===== src/hdl/pld_pkg.sv =====
// Shared constants and types for the polyline point decimator.
// Depends on nothing; files but pld_in_if and pld_checker use it by scoped names.
package pld_pkg;

    // Configuration register widths.
    localparam int JUMP_LIMIT_W   = 20;
    localparam int MIN_MOVE_W     = 8;
    localparam int STROKE_WIDTH_W = 16;
    localparam int STROKE_COLOR_W = 32;
    localparam int CFG_DATA_W     = 32;
    localparam int CFG_INDEX_W    = 2;

    // Configuration register indexes.
    typedef enum logic [CFG_INDEX_W-1:0] {
        REG_JUMP_LIMIT   = 2'd0,
        REG_MIN_MOVE     = 2'd1,
        REG_STROKE_WIDTH = 2'd2,
        REG_STROKE_COLOR = 2'd3
    } cfg_reg_t;

    // Reset values of the configuration registers.
    localparam logic [JUMP_LIMIT_W-1:0]   JUMP_LIMIT_RST   = 20'd25920;
    localparam logic [MIN_MOVE_W-1:0]     MIN_MOVE_RST     = 8'd19;
    localparam logic [STROKE_WIDTH_W-1:0] STROKE_WIDTH_RST = 16'd16;
    localparam logic [STROKE_COLOR_W-1:0] STROKE_COLOR_RST = 32'hFFFF_FFFF;

    // Vertex queue between the classifier and the output stage.
    localparam int QDEPTH  = 4;
    localparam int QPTR_W  = 2;
    localparam int QCNT_W  = 3;
    localparam int PUSH_W  = 2;

endpackage


===== src/hdl/pld_in_if.sv =====
// Sample channel of the polyline point decimator: valid/ready plus one curve sample.
// Depends on nothing.
interface pld_in_if #(
    parameter int COORD_BITS = 20
);
    logic                         valid;
    logic                         ready;
    logic signed [COORD_BITS-1:0] x_pos;
    logic signed [COORD_BITS-1:0] y_pos;
    logic                         sample_ok;
    logic                         last_sample;

    modport source (output valid, output x_pos, output y_pos, output sample_ok,
                    output last_sample, input ready);
    modport sink   (input valid, input x_pos, input y_pos, input sample_ok,
                    input last_sample, output ready);
endinterface


===== src/hdl/pld_out_if.sv =====
// Vertex channel of the polyline point decimator: valid/ready plus one polyline vertex.
// Uses pld_pkg for the stroke field widths.
interface pld_out_if #(
    parameter int COORD_BITS = 20
);
    logic                                      valid;
    logic                                      ready;
    logic signed [COORD_BITS-1:0]              out_x;
    logic signed [COORD_BITS-1:0]              out_y;
    logic                                      run_first;
    logic                                      run_last;
    logic [pld_pkg::STROKE_WIDTH_W-1:0]        run_width;
    logic [pld_pkg::STROKE_COLOR_W-1:0]        run_color;

    modport source (output valid, output out_x, output out_y, output run_first,
                    output run_last, output run_width, output run_color, input ready);
    modport sink   (input valid, input out_x, input out_y, input run_first,
                    input run_last, input run_width, input run_color, output ready);
endinterface


===== src/hdl/polyline_point_decimator.sv =====
// Polyline point decimator: groups screen-space curve samples into polyline runs.
// Channels: in_ch carries samples (x_pos, y_pos in 1/16 px, sample_ok, last_sample),
// out_ch carries vertices with run_first/run_last flags and the stroke settings.
// Both use valid/ready; a transaction happens on a clock edge with both high.
// The cfg_we/cfg_index/cfg_data port writes jump_limit, min_move, stroke_width and
// stroke_color; write it only while the block is idle.
// A sample is classified in the cycle it is accepted, and its zero, one or two
// vertices enter a four-entry queue at that edge. The first of them reaches out_ch
// through the queue and then the output register.
// Throughput: one sample per cycle while the queue has room; the output stage
// delivers one vertex per cycle while out_ch.ready is high, so two-vertex samples
// fill the queue. in_ch.ready is high while the queue has two free entries.
// When the receiver stalls, the held vertex stays stable and the queue fills, which
// then drops in_ch.ready. Reset clears the run state and the queue, and returns the
// configuration registers to their defaults.
// Depends on pld_pkg, pld_in_if, pld_out_if, pld_front, pld_queue and pld_back.
module polyline_point_decimator #(
    parameter int COORD_BITS = 20
) (
    input  logic                                clk,
    input  logic                                rst_n,
    input  logic                                cfg_we,
    input  logic [pld_pkg::CFG_INDEX_W-1:0]     cfg_index,
    input  logic [pld_pkg::CFG_DATA_W-1:0]      cfg_data,
    pld_in_if.sink                              in_ch,
    pld_out_if.source                           out_ch
);
    logic [pld_pkg::JUMP_LIMIT_W-1:0]    jump_limit_reg;
    logic [pld_pkg::MIN_MOVE_W-1:0]      min_move_reg;
    logic [pld_pkg::STROKE_WIDTH_W-1:0]  stroke_width_reg;
    logic [pld_pkg::STROKE_COLOR_W-1:0]  stroke_color_reg;

    logic                         accept;
    logic                         room;
    logic [pld_pkg::PUSH_W-1:0]   push_cnt;
    logic [2*COORD_BITS+1:0]      push_e0;
    logic [2*COORD_BITS+1:0]      push_e1;
    logic                         pop;
    logic                         head_valid;
    logic [2*COORD_BITS+1:0]      head;

    assign in_ch.ready = room;
    assign accept      = in_ch.valid && room;

    always_ff @(posedge clk or negedge rst_n)
    begin
        if (!rst_n)
        begin
            jump_limit_reg   <= pld_pkg::JUMP_LIMIT_RST;
            min_move_reg     <= pld_pkg::MIN_MOVE_RST;
            stroke_width_reg <= pld_pkg::STROKE_WIDTH_RST;
            stroke_color_reg <= pld_pkg::STROKE_COLOR_RST;
        end
        else if (cfg_we)
        begin
            case (pld_pkg::cfg_reg_t'(cfg_index))
                pld_pkg::REG_JUMP_LIMIT:
                    jump_limit_reg <= cfg_data[pld_pkg::JUMP_LIMIT_W-1:0];
                pld_pkg::REG_MIN_MOVE:
                    min_move_reg <= cfg_data[pld_pkg::MIN_MOVE_W-1:0];
                pld_pkg::REG_STROKE_WIDTH:
                    stroke_width_reg <= cfg_data[pld_pkg::STROKE_WIDTH_W-1:0];
                pld_pkg::REG_STROKE_COLOR:
                    stroke_color_reg <= cfg_data[pld_pkg::STROKE_COLOR_W-1:0];
                default:
                    ;
            endcase
        end
    end

    pld_front #(.COORD_BITS(COORD_BITS)) u_front (
        .clk         (clk),
        .rst_n       (rst_n),
        .accept      (accept),
        .x_pos       (in_ch.x_pos),
        .y_pos       (in_ch.y_pos),
        .sample_ok   (in_ch.sample_ok),
        .last_sample (in_ch.last_sample),
        .jump_limit  (jump_limit_reg),
        .min_move    (min_move_reg),
        .push_cnt    (push_cnt),
        .push_e0     (push_e0),
        .push_e1     (push_e1)
    );

    pld_queue #(.COORD_BITS(COORD_BITS)) u_queue (
        .clk        (clk),
        .rst_n      (rst_n),
        .push_cnt   (push_cnt),
        .push_e0    (push_e0),
        .push_e1    (push_e1),
        .pop        (pop),
        .room       (room),
        .head_valid (head_valid),
        .head       (head)
    );

    pld_back #(.COORD_BITS(COORD_BITS)) u_back (
        .clk          (clk),
        .rst_n        (rst_n),
        .head_valid   (head_valid),
        .head         (head),
        .pop          (pop),
        .stroke_width (stroke_width_reg),
        .stroke_color (stroke_color_reg),
        .out_ready    (out_ch.ready),
        .out_valid    (out_ch.valid),
        .out_x        (out_ch.out_x),
        .out_y        (out_ch.out_y),
        .run_first    (out_ch.run_first),
        .run_last     (out_ch.run_last),
        .run_width    (out_ch.run_width),
        .run_color    (out_ch.run_color)
    );

endmodule


===== src/hdl/pld_front.sv =====
// Classifier: keeps the run state and turns each sample into zero, one or two vertices.
// Uses pld_pkg for register widths and the push count width.
module pld_front #(
    parameter int COORD_BITS = 20
) (
    input  logic                                 clk,
    input  logic                                 rst_n,
    input  logic                                 accept,
    input  logic signed [COORD_BITS-1:0]         x_pos,
    input  logic signed [COORD_BITS-1:0]         y_pos,
    input  logic                                 sample_ok,
    input  logic                                 last_sample,
    input  logic [pld_pkg::JUMP_LIMIT_W-1:0]     jump_limit,
    input  logic [pld_pkg::MIN_MOVE_W-1:0]       min_move,
    output logic [pld_pkg::PUSH_W-1:0]           push_cnt,
    output logic [2*COORD_BITS+1:0]              push_e0,
    output logic [2*COORD_BITS+1:0]              push_e1
);
    localparam int AW = COORD_BITS + 1;
    localparam int DW = (AW > pld_pkg::JUMP_LIMIT_W) ? AW : pld_pkg::JUMP_LIMIT_W;
    localparam int EW = 2 * COORD_BITS + 2;

    typedef struct packed {
        logic                         hp;
        logic signed [COORD_BITS-1:0] prev_y;
        logic signed [COORD_BITS-1:0] kx;
        logic signed [COORD_BITS-1:0] ky;
        logic                         ku;
        logic                         ro;
        logic                         df;
        logic signed [COORD_BITS-1:0] dx;
        logic signed [COORD_BITS-1:0] dy;
    } run_state_t;

    typedef struct packed {
        run_state_t                 s;
        logic [pld_pkg::PUSH_W-1:0] cnt;
        logic [EW-1:0]              e0;
        logic [EW-1:0]              e1;
    } work_t;

    run_state_t st_reg;
    run_state_t st_next;
    work_t      w;
    logic       jump;
    logic       near;

    function automatic logic [AW-1:0] absd(input logic signed [COORD_BITS-1:0] a,
                                           input logic signed [COORD_BITS-1:0] b);
        logic signed [AW-1:0] d;
        d = AW'(a) - AW'(b);
        return d[AW-1] ? AW'(-d) : AW'(d);
    endfunction

    function automatic work_t emit_v(input work_t wi,
                                     input logic signed [COORD_BITS-1:0] x,
                                     input logic signed [COORD_BITS-1:0] y,
                                     input logic first, input logic last);
        work_t r;
        r = wi;
        if (wi.cnt == '0)
            r.e0 = {x, y, first, last};
        else
            r.e1 = {x, y, first, last};
        r.cnt = wi.cnt + pld_pkg::PUSH_W'(1);
        return r;
    endfunction

    function automatic work_t push_v(input work_t wi,
                                     input logic signed [COORD_BITS-1:0] x,
                                     input logic signed [COORD_BITS-1:0] y);
        work_t r;
        r = wi;
        if (r.s.ku)
        begin
            r = emit_v(r, r.s.kx, r.s.ky, !r.s.ro, 1'b0);
            r.s.ro = 1'b1;
        end
        r.s.kx = x;
        r.s.ky = y;
        r.s.ku = 1'b1;
        r.s.df = 1'b0;
        return r;
    endfunction

    function automatic work_t close_v(input work_t wi);
        work_t r;
        r = wi;
        if (r.s.df)
            r = push_v(r, r.s.dx, r.s.dy);
        if (r.s.ku && r.s.ro)
            r = emit_v(r, r.s.kx, r.s.ky, 1'b0, 1'b1);
        r.s.ku = 1'b0;
        r.s.ro = 1'b0;
        r.s.df = 1'b0;
        return r;
    endfunction

    always_comb
    begin
        jump = DW'(absd(y_pos, st_reg.prev_y)) > DW'(jump_limit);
        near = (absd(x_pos, st_reg.kx) < AW'(min_move)) &&
               (absd(y_pos, st_reg.ky) < AW'(min_move));

        w.s   = st_reg;
        w.cnt = '0;
        w.e0  = '0;
        w.e1  = '0;

        if (!sample_ok)
        begin
            w      = close_v(w);
            w.s.hp = 1'b0;
        end
        else
        begin
            if (w.s.hp && jump)
            begin
                w      = close_v(w);
                w.s.hp = 1'b0;
            end
            w.s.prev_y = y_pos;
            // The kept vertex is unchanged whenever hp survived, so near still applies.
            if (w.s.hp && near)
            begin
                w.s.df = 1'b1;
                w.s.dx = x_pos;
                w.s.dy = y_pos;
            end
            else
            begin
                w      = push_v(w, x_pos, y_pos);
                w.s.hp = 1'b1;
            end
        end

        if (last_sample)
        begin
            w      = close_v(w);
            w.s.hp = 1'b0;
        end

        st_next  = accept ? w.s : st_reg;
        push_cnt = accept ? w.cnt : '0;
        push_e0  = w.e0;
        push_e1  = w.e1;
    end

    always_ff @(posedge clk or negedge rst_n)
    begin
        if (!rst_n)
            st_reg <= '0;
        else
            st_reg <= st_next;
    end

endmodule


===== src/hdl/pld_queue.sv =====
// Short vertex queue: takes up to two vertices per cycle, hands out one per cycle.
// Uses pld_pkg for its depth and pointer widths.
module pld_queue #(
    parameter int COORD_BITS = 20
) (
    input  logic                        clk,
    input  logic                        rst_n,
    input  logic [pld_pkg::PUSH_W-1:0]  push_cnt,
    input  logic [2*COORD_BITS+1:0]     push_e0,
    input  logic [2*COORD_BITS+1:0]     push_e1,
    input  logic                        pop,
    output logic                        room,
    output logic                        head_valid,
    output logic [2*COORD_BITS+1:0]     head
);
    localparam int EW = 2 * COORD_BITS + 2;

    logic [EW-1:0]                  mem [pld_pkg::QDEPTH];
    logic [pld_pkg::QPTR_W-1:0]     wr_ptr_reg;
    logic [pld_pkg::QPTR_W-1:0]     wr_ptr_next;
    logic [pld_pkg::QPTR_W-1:0]     rd_ptr_reg;
    logic [pld_pkg::QPTR_W-1:0]     rd_ptr_next;
    logic [pld_pkg::QCNT_W-1:0]     cnt_reg;
    logic [pld_pkg::QCNT_W-1:0]     cnt_next;

    // Room means two free entries, the most one sample can produce.
    assign room       = cnt_reg <= pld_pkg::QCNT_W'(pld_pkg::QDEPTH - 2);
    assign head_valid = cnt_reg != '0;
    assign head       = mem[rd_ptr_reg];

    always_comb
    begin
        wr_ptr_next = wr_ptr_reg + pld_pkg::QPTR_W'(push_cnt);
        rd_ptr_next = rd_ptr_reg + pld_pkg::QPTR_W'(pop);
        cnt_next    = cnt_reg + pld_pkg::QCNT_W'(push_cnt) - pld_pkg::QCNT_W'(pop);
    end

    always_ff @(posedge clk)
    begin
        if (push_cnt != '0)
            mem[wr_ptr_reg] <= push_e0;
        if (push_cnt == pld_pkg::PUSH_W'(2))
            mem[wr_ptr_reg + pld_pkg::QPTR_W'(1)] <= push_e1;
    end

    always_ff @(posedge clk or negedge rst_n)
    begin
        if (!rst_n)
        begin
            wr_ptr_reg <= '0;
            rd_ptr_reg <= '0;
            cnt_reg    <= '0;
        end
        else
        begin
            wr_ptr_reg <= wr_ptr_next;
            rd_ptr_reg <= rd_ptr_next;
            cnt_reg    <= cnt_next;
        end
    end

endmodule


===== src/hdl/pld_back.sv =====
// Output stage: registers the queue head with the current stroke settings and
// holds it until the receiver takes it. Uses pld_pkg for the stroke field widths.
module pld_back #(
    parameter int COORD_BITS = 20
) (
    input  logic                                 clk,
    input  logic                                 rst_n,
    input  logic                                 head_valid,
    input  logic [2*COORD_BITS+1:0]              head,
    output logic                                 pop,
    input  logic [pld_pkg::STROKE_WIDTH_W-1:0]   stroke_width,
    input  logic [pld_pkg::STROKE_COLOR_W-1:0]   stroke_color,
    input  logic                                 out_ready,
    output logic                                 out_valid,
    output logic signed [COORD_BITS-1:0]         out_x,
    output logic signed [COORD_BITS-1:0]         out_y,
    output logic                                 run_first,
    output logic                                 run_last,
    output logic [pld_pkg::STROKE_WIDTH_W-1:0]   run_width,
    output logic [pld_pkg::STROKE_COLOR_W-1:0]   run_color
);
    logic                                valid_reg;
    logic                                valid_next;
    logic [2*COORD_BITS+1:0]             vtx_reg;
    logic [pld_pkg::STROKE_WIDTH_W-1:0]  width_reg;
    logic [pld_pkg::STROKE_COLOR_W-1:0]  color_reg;

    assign pop        = head_valid && (!valid_reg || out_ready);
    assign valid_next = pop || (valid_reg && !out_ready);

    assign out_valid = valid_reg;
    assign out_x     = vtx_reg[2*COORD_BITS+1:COORD_BITS+2];
    assign out_y     = vtx_reg[COORD_BITS+1:2];
    assign run_first = vtx_reg[1];
    assign run_last  = vtx_reg[0];
    assign run_width = width_reg;
    assign run_color = color_reg;

    always_ff @(posedge clk or negedge rst_n)
    begin
        if (!rst_n)
            valid_reg <= 1'b0;
        else
            valid_reg <= valid_next;
    end

    always_ff @(posedge clk)
    begin
        if (pop)
        begin
            vtx_reg   <= head;
            width_reg <= stroke_width;
            color_reg <= stroke_color;
        end
    end

endmodule


===== src/flat_wrapper.sv =====
// flat-port wrapper written by rule: the top's interface ports become plain ports
module polyline_point_decimator_flat 
#(
    parameter int COORD_BITS = 20
)
  (clk, rst_n, cfg_we, cfg_index, cfg_data, in_ch_valid, in_ch_x_pos, in_ch_y_pos, in_ch_sample_ok, in_ch_last_sample, in_ch_ready, out_ch_valid, out_ch_out_x, out_ch_out_y, out_ch_run_first, out_ch_run_last, out_ch_run_width, out_ch_run_color, out_ch_ready);
  pld_in_if #(.COORD_BITS(COORD_BITS)) in_ch_i ();
  pld_out_if #(.COORD_BITS(COORD_BITS)) out_ch_i ();
  input  logic clk;
  input  logic rst_n;
  input  logic cfg_we;
  input  logic [pld_pkg::CFG_INDEX_W-1:0] cfg_index;
  input  logic [pld_pkg::CFG_DATA_W-1:0] cfg_data;
  input wire logic [$bits(in_ch_i.valid)-1:0] in_ch_valid;
  input wire logic [$bits(in_ch_i.x_pos)-1:0] in_ch_x_pos;
  input wire logic [$bits(in_ch_i.y_pos)-1:0] in_ch_y_pos;
  input wire logic [$bits(in_ch_i.sample_ok)-1:0] in_ch_sample_ok;
  input wire logic [$bits(in_ch_i.last_sample)-1:0] in_ch_last_sample;
  output wire logic [$bits(in_ch_i.ready)-1:0] in_ch_ready;
  output wire logic [$bits(out_ch_i.valid)-1:0] out_ch_valid;
  output wire logic [$bits(out_ch_i.out_x)-1:0] out_ch_out_x;
  output wire logic [$bits(out_ch_i.out_y)-1:0] out_ch_out_y;
  output wire logic [$bits(out_ch_i.run_first)-1:0] out_ch_run_first;
  output wire logic [$bits(out_ch_i.run_last)-1:0] out_ch_run_last;
  output wire logic [$bits(out_ch_i.run_width)-1:0] out_ch_run_width;
  output wire logic [$bits(out_ch_i.run_color)-1:0] out_ch_run_color;
  input wire logic [$bits(out_ch_i.ready)-1:0] out_ch_ready;
  assign in_ch_i.valid = in_ch_valid;
  assign in_ch_i.x_pos = in_ch_x_pos;
  assign in_ch_i.y_pos = in_ch_y_pos;
  assign in_ch_i.sample_ok = in_ch_sample_ok;
  assign in_ch_i.last_sample = in_ch_last_sample;
  assign in_ch_ready = in_ch_i.ready;
  assign out_ch_valid = out_ch_i.valid;
  assign out_ch_out_x = out_ch_i.out_x;
  assign out_ch_out_y = out_ch_i.out_y;
  assign out_ch_run_first = out_ch_i.run_first;
  assign out_ch_run_last = out_ch_i.run_last;
  assign out_ch_run_width = out_ch_i.run_width;
  assign out_ch_run_color = out_ch_i.run_color;
  assign out_ch_i.ready = out_ch_ready;
  polyline_point_decimator #(.COORD_BITS(COORD_BITS)) u_core (.clk(clk), .rst_n(rst_n), .cfg_we(cfg_we), .cfg_index(cfg_index), .cfg_data(cfg_data), .in_ch(in_ch_i), .out_ch(out_ch_i));
endmodule

===== config.mk =====
export PLATFORM = sky130hd
export DESIGN_NAME = polyline_point_decimator_flat
export DESIGN_NICKNAME = d
export VERILOG_FILES = /design/src/hdl/pld_pkg.sv /design/src/hdl/pld_in_if.sv /design/src/hdl/pld_out_if.sv /design/src/hdl/polyline_point_decimator.sv /design/src/hdl/pld_front.sv /design/src/hdl/pld_queue.sv /design/src/hdl/pld_back.sv /design/src/flat_wrapper.sv
export SDC_FILE = /design/constraint.sdc
export NUM_CORES = 1
export LEC_CHECK = 0
export ABC_CLOCK_PERIOD_IN_PS = 19100
export CAP_MARGIN = 25
export CORE_UTILIZATION = 30
export DETAILED_ROUTE_END_ITERATION = 8
export DONT_BUFFER_PORTS = 1
export HOLD_SLACK_MARGIN = 0.1
export SLEW_MARGIN = 20
export SYNTH_ARGS = -nofsm -noshare
export SYNTH_HDL_FRONTEND = slang
export SYNTH_SLANG_ARGS = --single-unit

===== constraint.sdc =====
create_clock -name clk -period 19.1 [get_ports clk]
set_input_delay 3.82 -clock clk [delete_from_list [all_inputs] [get_ports clk]]
set_output_delay 3.82 -clock clk [all_outputs]
set_load 0.01 [all_outputs]

Yosys cells after proc, flatten, opt, wreduce, memory -nomap -nowiden
Memory sizes are Yosys's and may differ from the RTL's. A register that Yosys moved wholly into a read port is not among the register bits. Cells that the tools add are included.

Output and inout port bits: 92. Word-level logic and storage cells: 109. Memories kept: 1. Memory bits (read-only): 0. Flip-flop bits (word level): 236. Bits of input ports: 81. Bits in latches: 0. RAM bits: 168.

Memories: u_core.u_queue.mem (depth 4, width 42, read ports 1, clocked after memory_dff 1, wr ports 2, RTL line pld_queue.sv:18) `logic [EW-1:0] mem [pld_pkg::QDEPTH];`.

Bitwise logic cells: 0. Multipliers: 0. Magnitude comparators: 4. Equal/unequal tests: 4. Reduce and logical (&&, ||, !) cells: 28. Div/mod/pow operators: 0. Add/subtract/negate cells: 16. Mux-type cells: 37. Shift-type cells: 0.

Operators with widths (number): 190-bit 2-to-1 mux (4); 189-bit 2-to-1 mux (4); 42-bit 2-to-1 mux (10); 128-bit 2-to-1 mux (3); 86-bit 2-to-1 mux (4); 169-bit 2-to-1 mux (2); 21-bit 2-to-1 mux (3); 63-bit 2-to-1 mux (1); 21-bit negation (3); 20-bit by 20-bit subtractor with 21-bit output (3); 21-bit by 8-bit less-than comparator with 1-bit output (2); 41-bit 2-to-1 mux (1); 21-bit by 20-bit > comparator with 1-bit output (1); 2-bit by 1-bit adder with 2-bit output (second input constant) (6); 2-bit logical NOT (6); 1-bit logical AND (9); 2-bit AND reduction (4); 2-bit equality test (second input constant) (3); 1-bit logical NOT (5); 1-bit 2-to-1 mux (4); 3-bit by 2-bit adder with 3-bit output (1); 3-bit by 2-bit <= comparator with 1-bit output (second input constant) (1); 3-bit nonzero test (1); 3-bit by 1-bit subtractor with 3-bit output (1); other kinds (6) (7).

Logic depth before layout (Yosys ltp)
Depth after elaboration: 30. Depth in mapped cells: 40. Gate-level depth less buffers: 37.

Hierarchy
A second synthesis with hierarchy kept.

Cell total of the unflattened synthesis: 2850. Area, all modules: 30356.6 µm².

By module, submodules not included: pld_front (times used 1, area an instance 15914.0 µm², cells each 2147, seq. area each 2602.5 µm²); pld_queue (times used 1, area an instance 8595.7 µm², cells each 446, seq. area each 5220.0 µm²); polyline_point_decimator (times used 1, area an instance 3100.5 µm², cells each 163, seq. area each 1953.1 µm²); pld_back (times used 1, area an instance 2746.4 µm², cells each 94, seq. area each 2727.6 µm²).

Least setup slack after synthesis
OpenSTA, ideal clock, no wires.

Kind: input-to-reg. From: input port in_ch_y_pos[7]. To: memory u_core.u_queue.mem[1][0] (netlist name), enable pin. Setup slack: 5522 ps. Data required time: 18607 ps. Arrival: 13084 ps. Buffers on the path: 3. Setup time: 493 ps. Stages: 35. Cells stage by stage: ha_1 clkbuf_1 a211oi_1 o21bai_1 o21a_1 and3_1 o31ai_1 nand2_1 nor2_1 a21oi_1 clkbuf_1 o21bai_1 xnor2_1 ha_1 a21o_1 a21o_1 a21oi_1 nand2b_1 o21a_1 o21ai_0 o211ai_1 or4_4 nor4_4 buf_2 nor2_1 a21boi_0 ha_1 o21ai_0 nor4bb_1 nor2b_1 ha_1 or3b_2 o211ai_2 mux2i_1 nor3_1.

RTL lines: from (decl) (RTL line flat_wrapper.sv:16) `input wire logic [$bits(in_ch_i.y_pos)-1:0] in_ch_y_pos;`; to (decl) (RTL line pld_queue.sv:18).

==> metrics list <==
* Result of the run: completed
- Slew at the pin with the worst max-slew slack: 1.098 ns
* Post-CTS setup buffers: 0
- Clock Latency Late Sink: 0.66 ns
* Post-synth net total: 3003
- Number of flip-flops in the largest register: 168
- Once layout is complete, the cells apart from fillers number 4027.
- Crit share post-route: 0.6645
* Seq/Total Area, Yosys: 0.4294
- Setup repair after global routing left no endpoint under its margin.
* Die Height: 313.5 um
* Placed Cells incl. Taps: 3922
- The via count of the first global-routing pass was 21858.
- Using the TritonRoute via totals, the vias-per-cell ratio works out to 5.568.
* Fillers: 9641
- Max_slew headroom: 0.2620
* HPWL after detailed placement: 56.85 mm
* Total via count after detailed routing: 22423
* Number of nets in the layout: 2908
- Wire length of the first global-routing pass: 135.0 mm
- The kind of cell with the highest combined delay along the critical path is compound AO/OA/AOI/OAI gates.
- The internal power of the cells totals 2809 uW.
- In the final layout, the share of cells above drive strength 1 is 0.1314.
* Dominant register cell in the synthesized netlist: edfxtp_1
- Of the total power, the clock network draws 0.212.
- The share of total power dissipated in sequential elements is 0.295.
- In this run, distinct cell masters in the synthesized netlist total 85.
- Maximum operating frequency: 78.79 MHz
- Total global routing overflow: 0
- Number of top-level design ports: 173
- Length in cells of the worst reg-to-reg path: 36
- The path class of the tightest hold or removal check is register to register.
* Post_cts resized: 0
- The critical path is of the input port to register type.
* Sw Pwr: 2042 uW
* Cell leakage power: 0.01190 uW
* Fraction of the mapped netlist area in simple logic gates: 0.1196
- During synthesis, Yosys emitted a total of 0 warnings.
* Gp weighted congestion: 0.9054
- In the global route stage, overall resource usage came out at 0.1758.
* Total of max-cap violations: 0
- Number of detailed-routing iterations run before antenna repair: 6
- Counting flops with an async set or reset pin after synthesis yields a share of 0.4215.
- The most critical setup path has its startpoint at in_ch_y_pos[0].
* Launching point of the worst reg2reg path: u_core.u_front.st_reg[89]
- No sink is reached through more buffers than the 3 on the longest clock path.
- The worst setup path is launched from an input port.
* Synthesis-to-finish area growth: 10.27%
- Among all stages on the critical path, the largest delay is contributed by or3_2.
* Maximum number of pins on one net before global-route repair: 189
- The synthesized design contains 446 register bits.
- Antenna diodes: 0
* Number of max-slew violations in the final report: 0
- TritonCTS built the clock tree.
- Iteration-0 DRC count of the detailed router: 2209
* Worst Setup EP: u_core.u_queue.mem[1][18]
* Reg-to-reg endpoint: u_core.u_queue.mem[1][18]
- The floorplan step set the die width to 313.5 um.
- By instance count, the cell type seen most on the critical path is ha_1.
- Post-route ant nets: 0
* Synthesized-area fraction occupied by adder cells: 0.04907
- The critical path contains buffers and inverters numbering 4 combined.
- Peak supply drop: 0.00008429 V
* Die area: 98300 um^2
- Of the total synthesized cell area, the portion taken by XOR and XNOR cells is 0.02015.
- Setup violations remaining at the end of the flow were counted as 0.
- After synthesis, the largest family of logic cells by area is multiplexers.
- After synthesis the cells add up to 29120 um^2.
* Portion of netlist area occupied by mux cells: 0.1740
- After floorplanning, the core was divided into 113 placement rows.
- Switching power as a share of total power: 0.4209
- For this configuration, the core starts out at a cell density of 0.3046.
- The multi-input combinational cells in the finished layout cover a total of 15340 um^2.
- Counting buffers and inverters, the worst setup path is 39 cells deep.
- Clock transition at the registers of the reported paths: 0.06 ns
* Crit path DAT: 13.04 ns
- Per-instance average area after synthesis: 10.36 um^2
- The number of hold-slack violations in the final timing report is 0.
* H-tree Lvls: 2
- The root buffer cell chosen for the clock tree is clkbuf_16.
* Routed length per instance: 21.73 um
- Summing internal, switching and leakage power gives 4851 uW.
* Post-detailed-route DRC marker count: 0
* CTS sink count: 446
* Accumulated negative setup slack: 0 ns
- Along the worst path, the maximum fanout reaches 49.
- Data on the critical path is required at its endpoint by 19.45 ns.
- Register Area: 12510 um^2
- The count of buffers added on input and output ports is 0.
- Kind of capture point of the worst setup path: register
- Counting every instance in the synthesized netlist gives 2811.
- The number of clock buffers added by TritonCTS is 54.
- The complex-gate fraction of the synthesized area is 0.1581.
* Hold Worst Slack: 0.4370 ns
- Across all register-to-register paths, the minimum setup slack is 9.29 ns.
- Power spread over the standard cell area amounts to 151.1 nW/um^2.
* Core box area: 95580 um^2
- Cts hold-fix bufs: 0
- Number of antenna violations at the first check in global routing: 1
* Final wirelength: 87.52 mm
* Number of enable-type register cells in the synthesized netlist: 258
- Layout Skew: 0.03600 ns
* Time the final worst path needs with I/O delays and setup: 12.69 ns
- Gate power share: 0.493
* Largest stage delay on the critical path: 0.68 ns
## area by class of cell
type,instances,share of cell area
inverter,156,0.01824
clock inverter,34,0.009353
multi-input combinational,2017,0.4777
timing repair buffer,41,0.01083
clock buffer,68,0.04501
sequential,446,0.3895
tap,1265,0.04930
## power by group through the flow
| stage | registers [uW] | logic, uW | clock network (uW) |
|---|---|---|---|
| detailed placement | 1450 | 2350 | 0 |
| finish | 1430 | 2390 | 1030 |
| floorplan | 1420 | 1800 | 0 |
| CTS | 1430 | 2370 | 1060 |
| global placement | 1450 | 2330 | 0 |
| global route | 1450 | 2670 | 1090 |
## cells by family (layout without fill, tap and decap cells)
| kind of cell | Yosys count | in the layout |
|---|---|---|
| AO/OA/AOI/OAI | 703 | 703 |
| AND/OR/NAND/NOR | 699 | 699 |
| flip-flops | 446 | 446 |
| multiplexers | 436 | 436 |
| buffers and inverters | 348 | 299 |
| adder cells (fa/ha/maj) | 112 | 112 |
| XOR/XNOR | 67 | 67 |
## cells in the final DEF (no fill, tap or decap), types with 9 or more instances in the layout
master / instances
nor2b_1: 18
xor2_1: 28
and4_1: 9
inv_1: 156
or3_1: 13
mux4_2: 42
nand3_1: 25
xnor2_1: 39
a31oi_1: 48
mux2i_1: 254
edfxtp_1: 258
nand2b_1: 11
and2_1: 10
mux2_2: 107
clkbuf_1: 11
dfstp_2: 41
nand2_1: 208
buf_4: 38
o21a_1: 65
a21oi_1: 158
a211oi_1: 20
clkbuf_16: 55
a22oi_1: 25
nand4b_1: 39
a21o_1: 26
a21boi_0: 9
o21ai_1: 57
o211ai_1: 17
or4_1: 9
nand4_1: 27
a221oi_1: 79
dfrtp_1: 145
o21ai_0: 105
nor3_1: 62
ha_1: 107
o22ai_1: 22
nor2_1: 190
clkinv_2: 10
mux2_1: 33
and3_1: 18
## routing by layer
metal  vias up  share of wire  GRT usage
li1      10392              -          -
met3       161          0.079    0.04235
met5         -              0          0
met4         0          0.028    0.05643
met1     11024           0.43     0.2314
met2       846           0.46     0.2833
## how the worst min path moves through the flow
stage,start,end,depth (start not counted)
floorplan,u_core.stroke_width_reg[0],u_core.u_back.run_width[0],0
global placement,u_core.stroke_width_reg[15],u_core.u_back.run_width[15],0
detailed placement,u_core.stroke_width_reg[15],u_core.u_back.run_width[15],0
CTS,u_core.stroke_width_reg[15],u_core.u_back.run_width[15],0
global route,u_core.stroke_width_reg[15],u_core.u_back.run_width[15],0
finish,u_core.stroke_width_reg[15],u_core.u_back.run_width[15],0
## cell usage after synthesis, types with 27 or more instances
cell type / number / area, um^2
clkbuf_1: 138 / 518.0
mux4_2: 42 / 945.9
nor3_1: 63 / 315.3
a221oi_1: 79 / 691.9
nand4_1: 27 / 168.9
ha_1: 107 / 1339
mux2i_1: 254 / 2542
nand2_1: 208 / 780.8
nor2_1: 192 / 720.7
a31oi_1: 48 / 300.3
o21ai_1: 57 / 285.3
dfstp_2: 41 / 1077
xor2_1: 28 / 245.2
dfrtp_1: 147 / 3679
xnor2_1: 39 / 341.6
edfxtp_1: 258 / 7747
o21ai_0: 107 / 535.5
mux2_1: 33 / 371.6
mux2_2: 107 / 1205
nand4b_1: 39 / 341.6
o21a_1: 65 / 488.0
a21oi_1: 160 / 800.8
inv_1: 156 / 585.6
## per-stage QoR
step	worst slack (ns)	instance area, um^2	utilization
after floorplan	5.522	29120	-
after global placement	6.060	30300	0.3170
after detailed placement	5.858	30300	0.3170
after CTS	6.498	32040	0.3353
after global routing	5.661	32110	0.3359
final	6.407	32110	0.3359
Note: power is estimated with default switching activity, not from simulation.
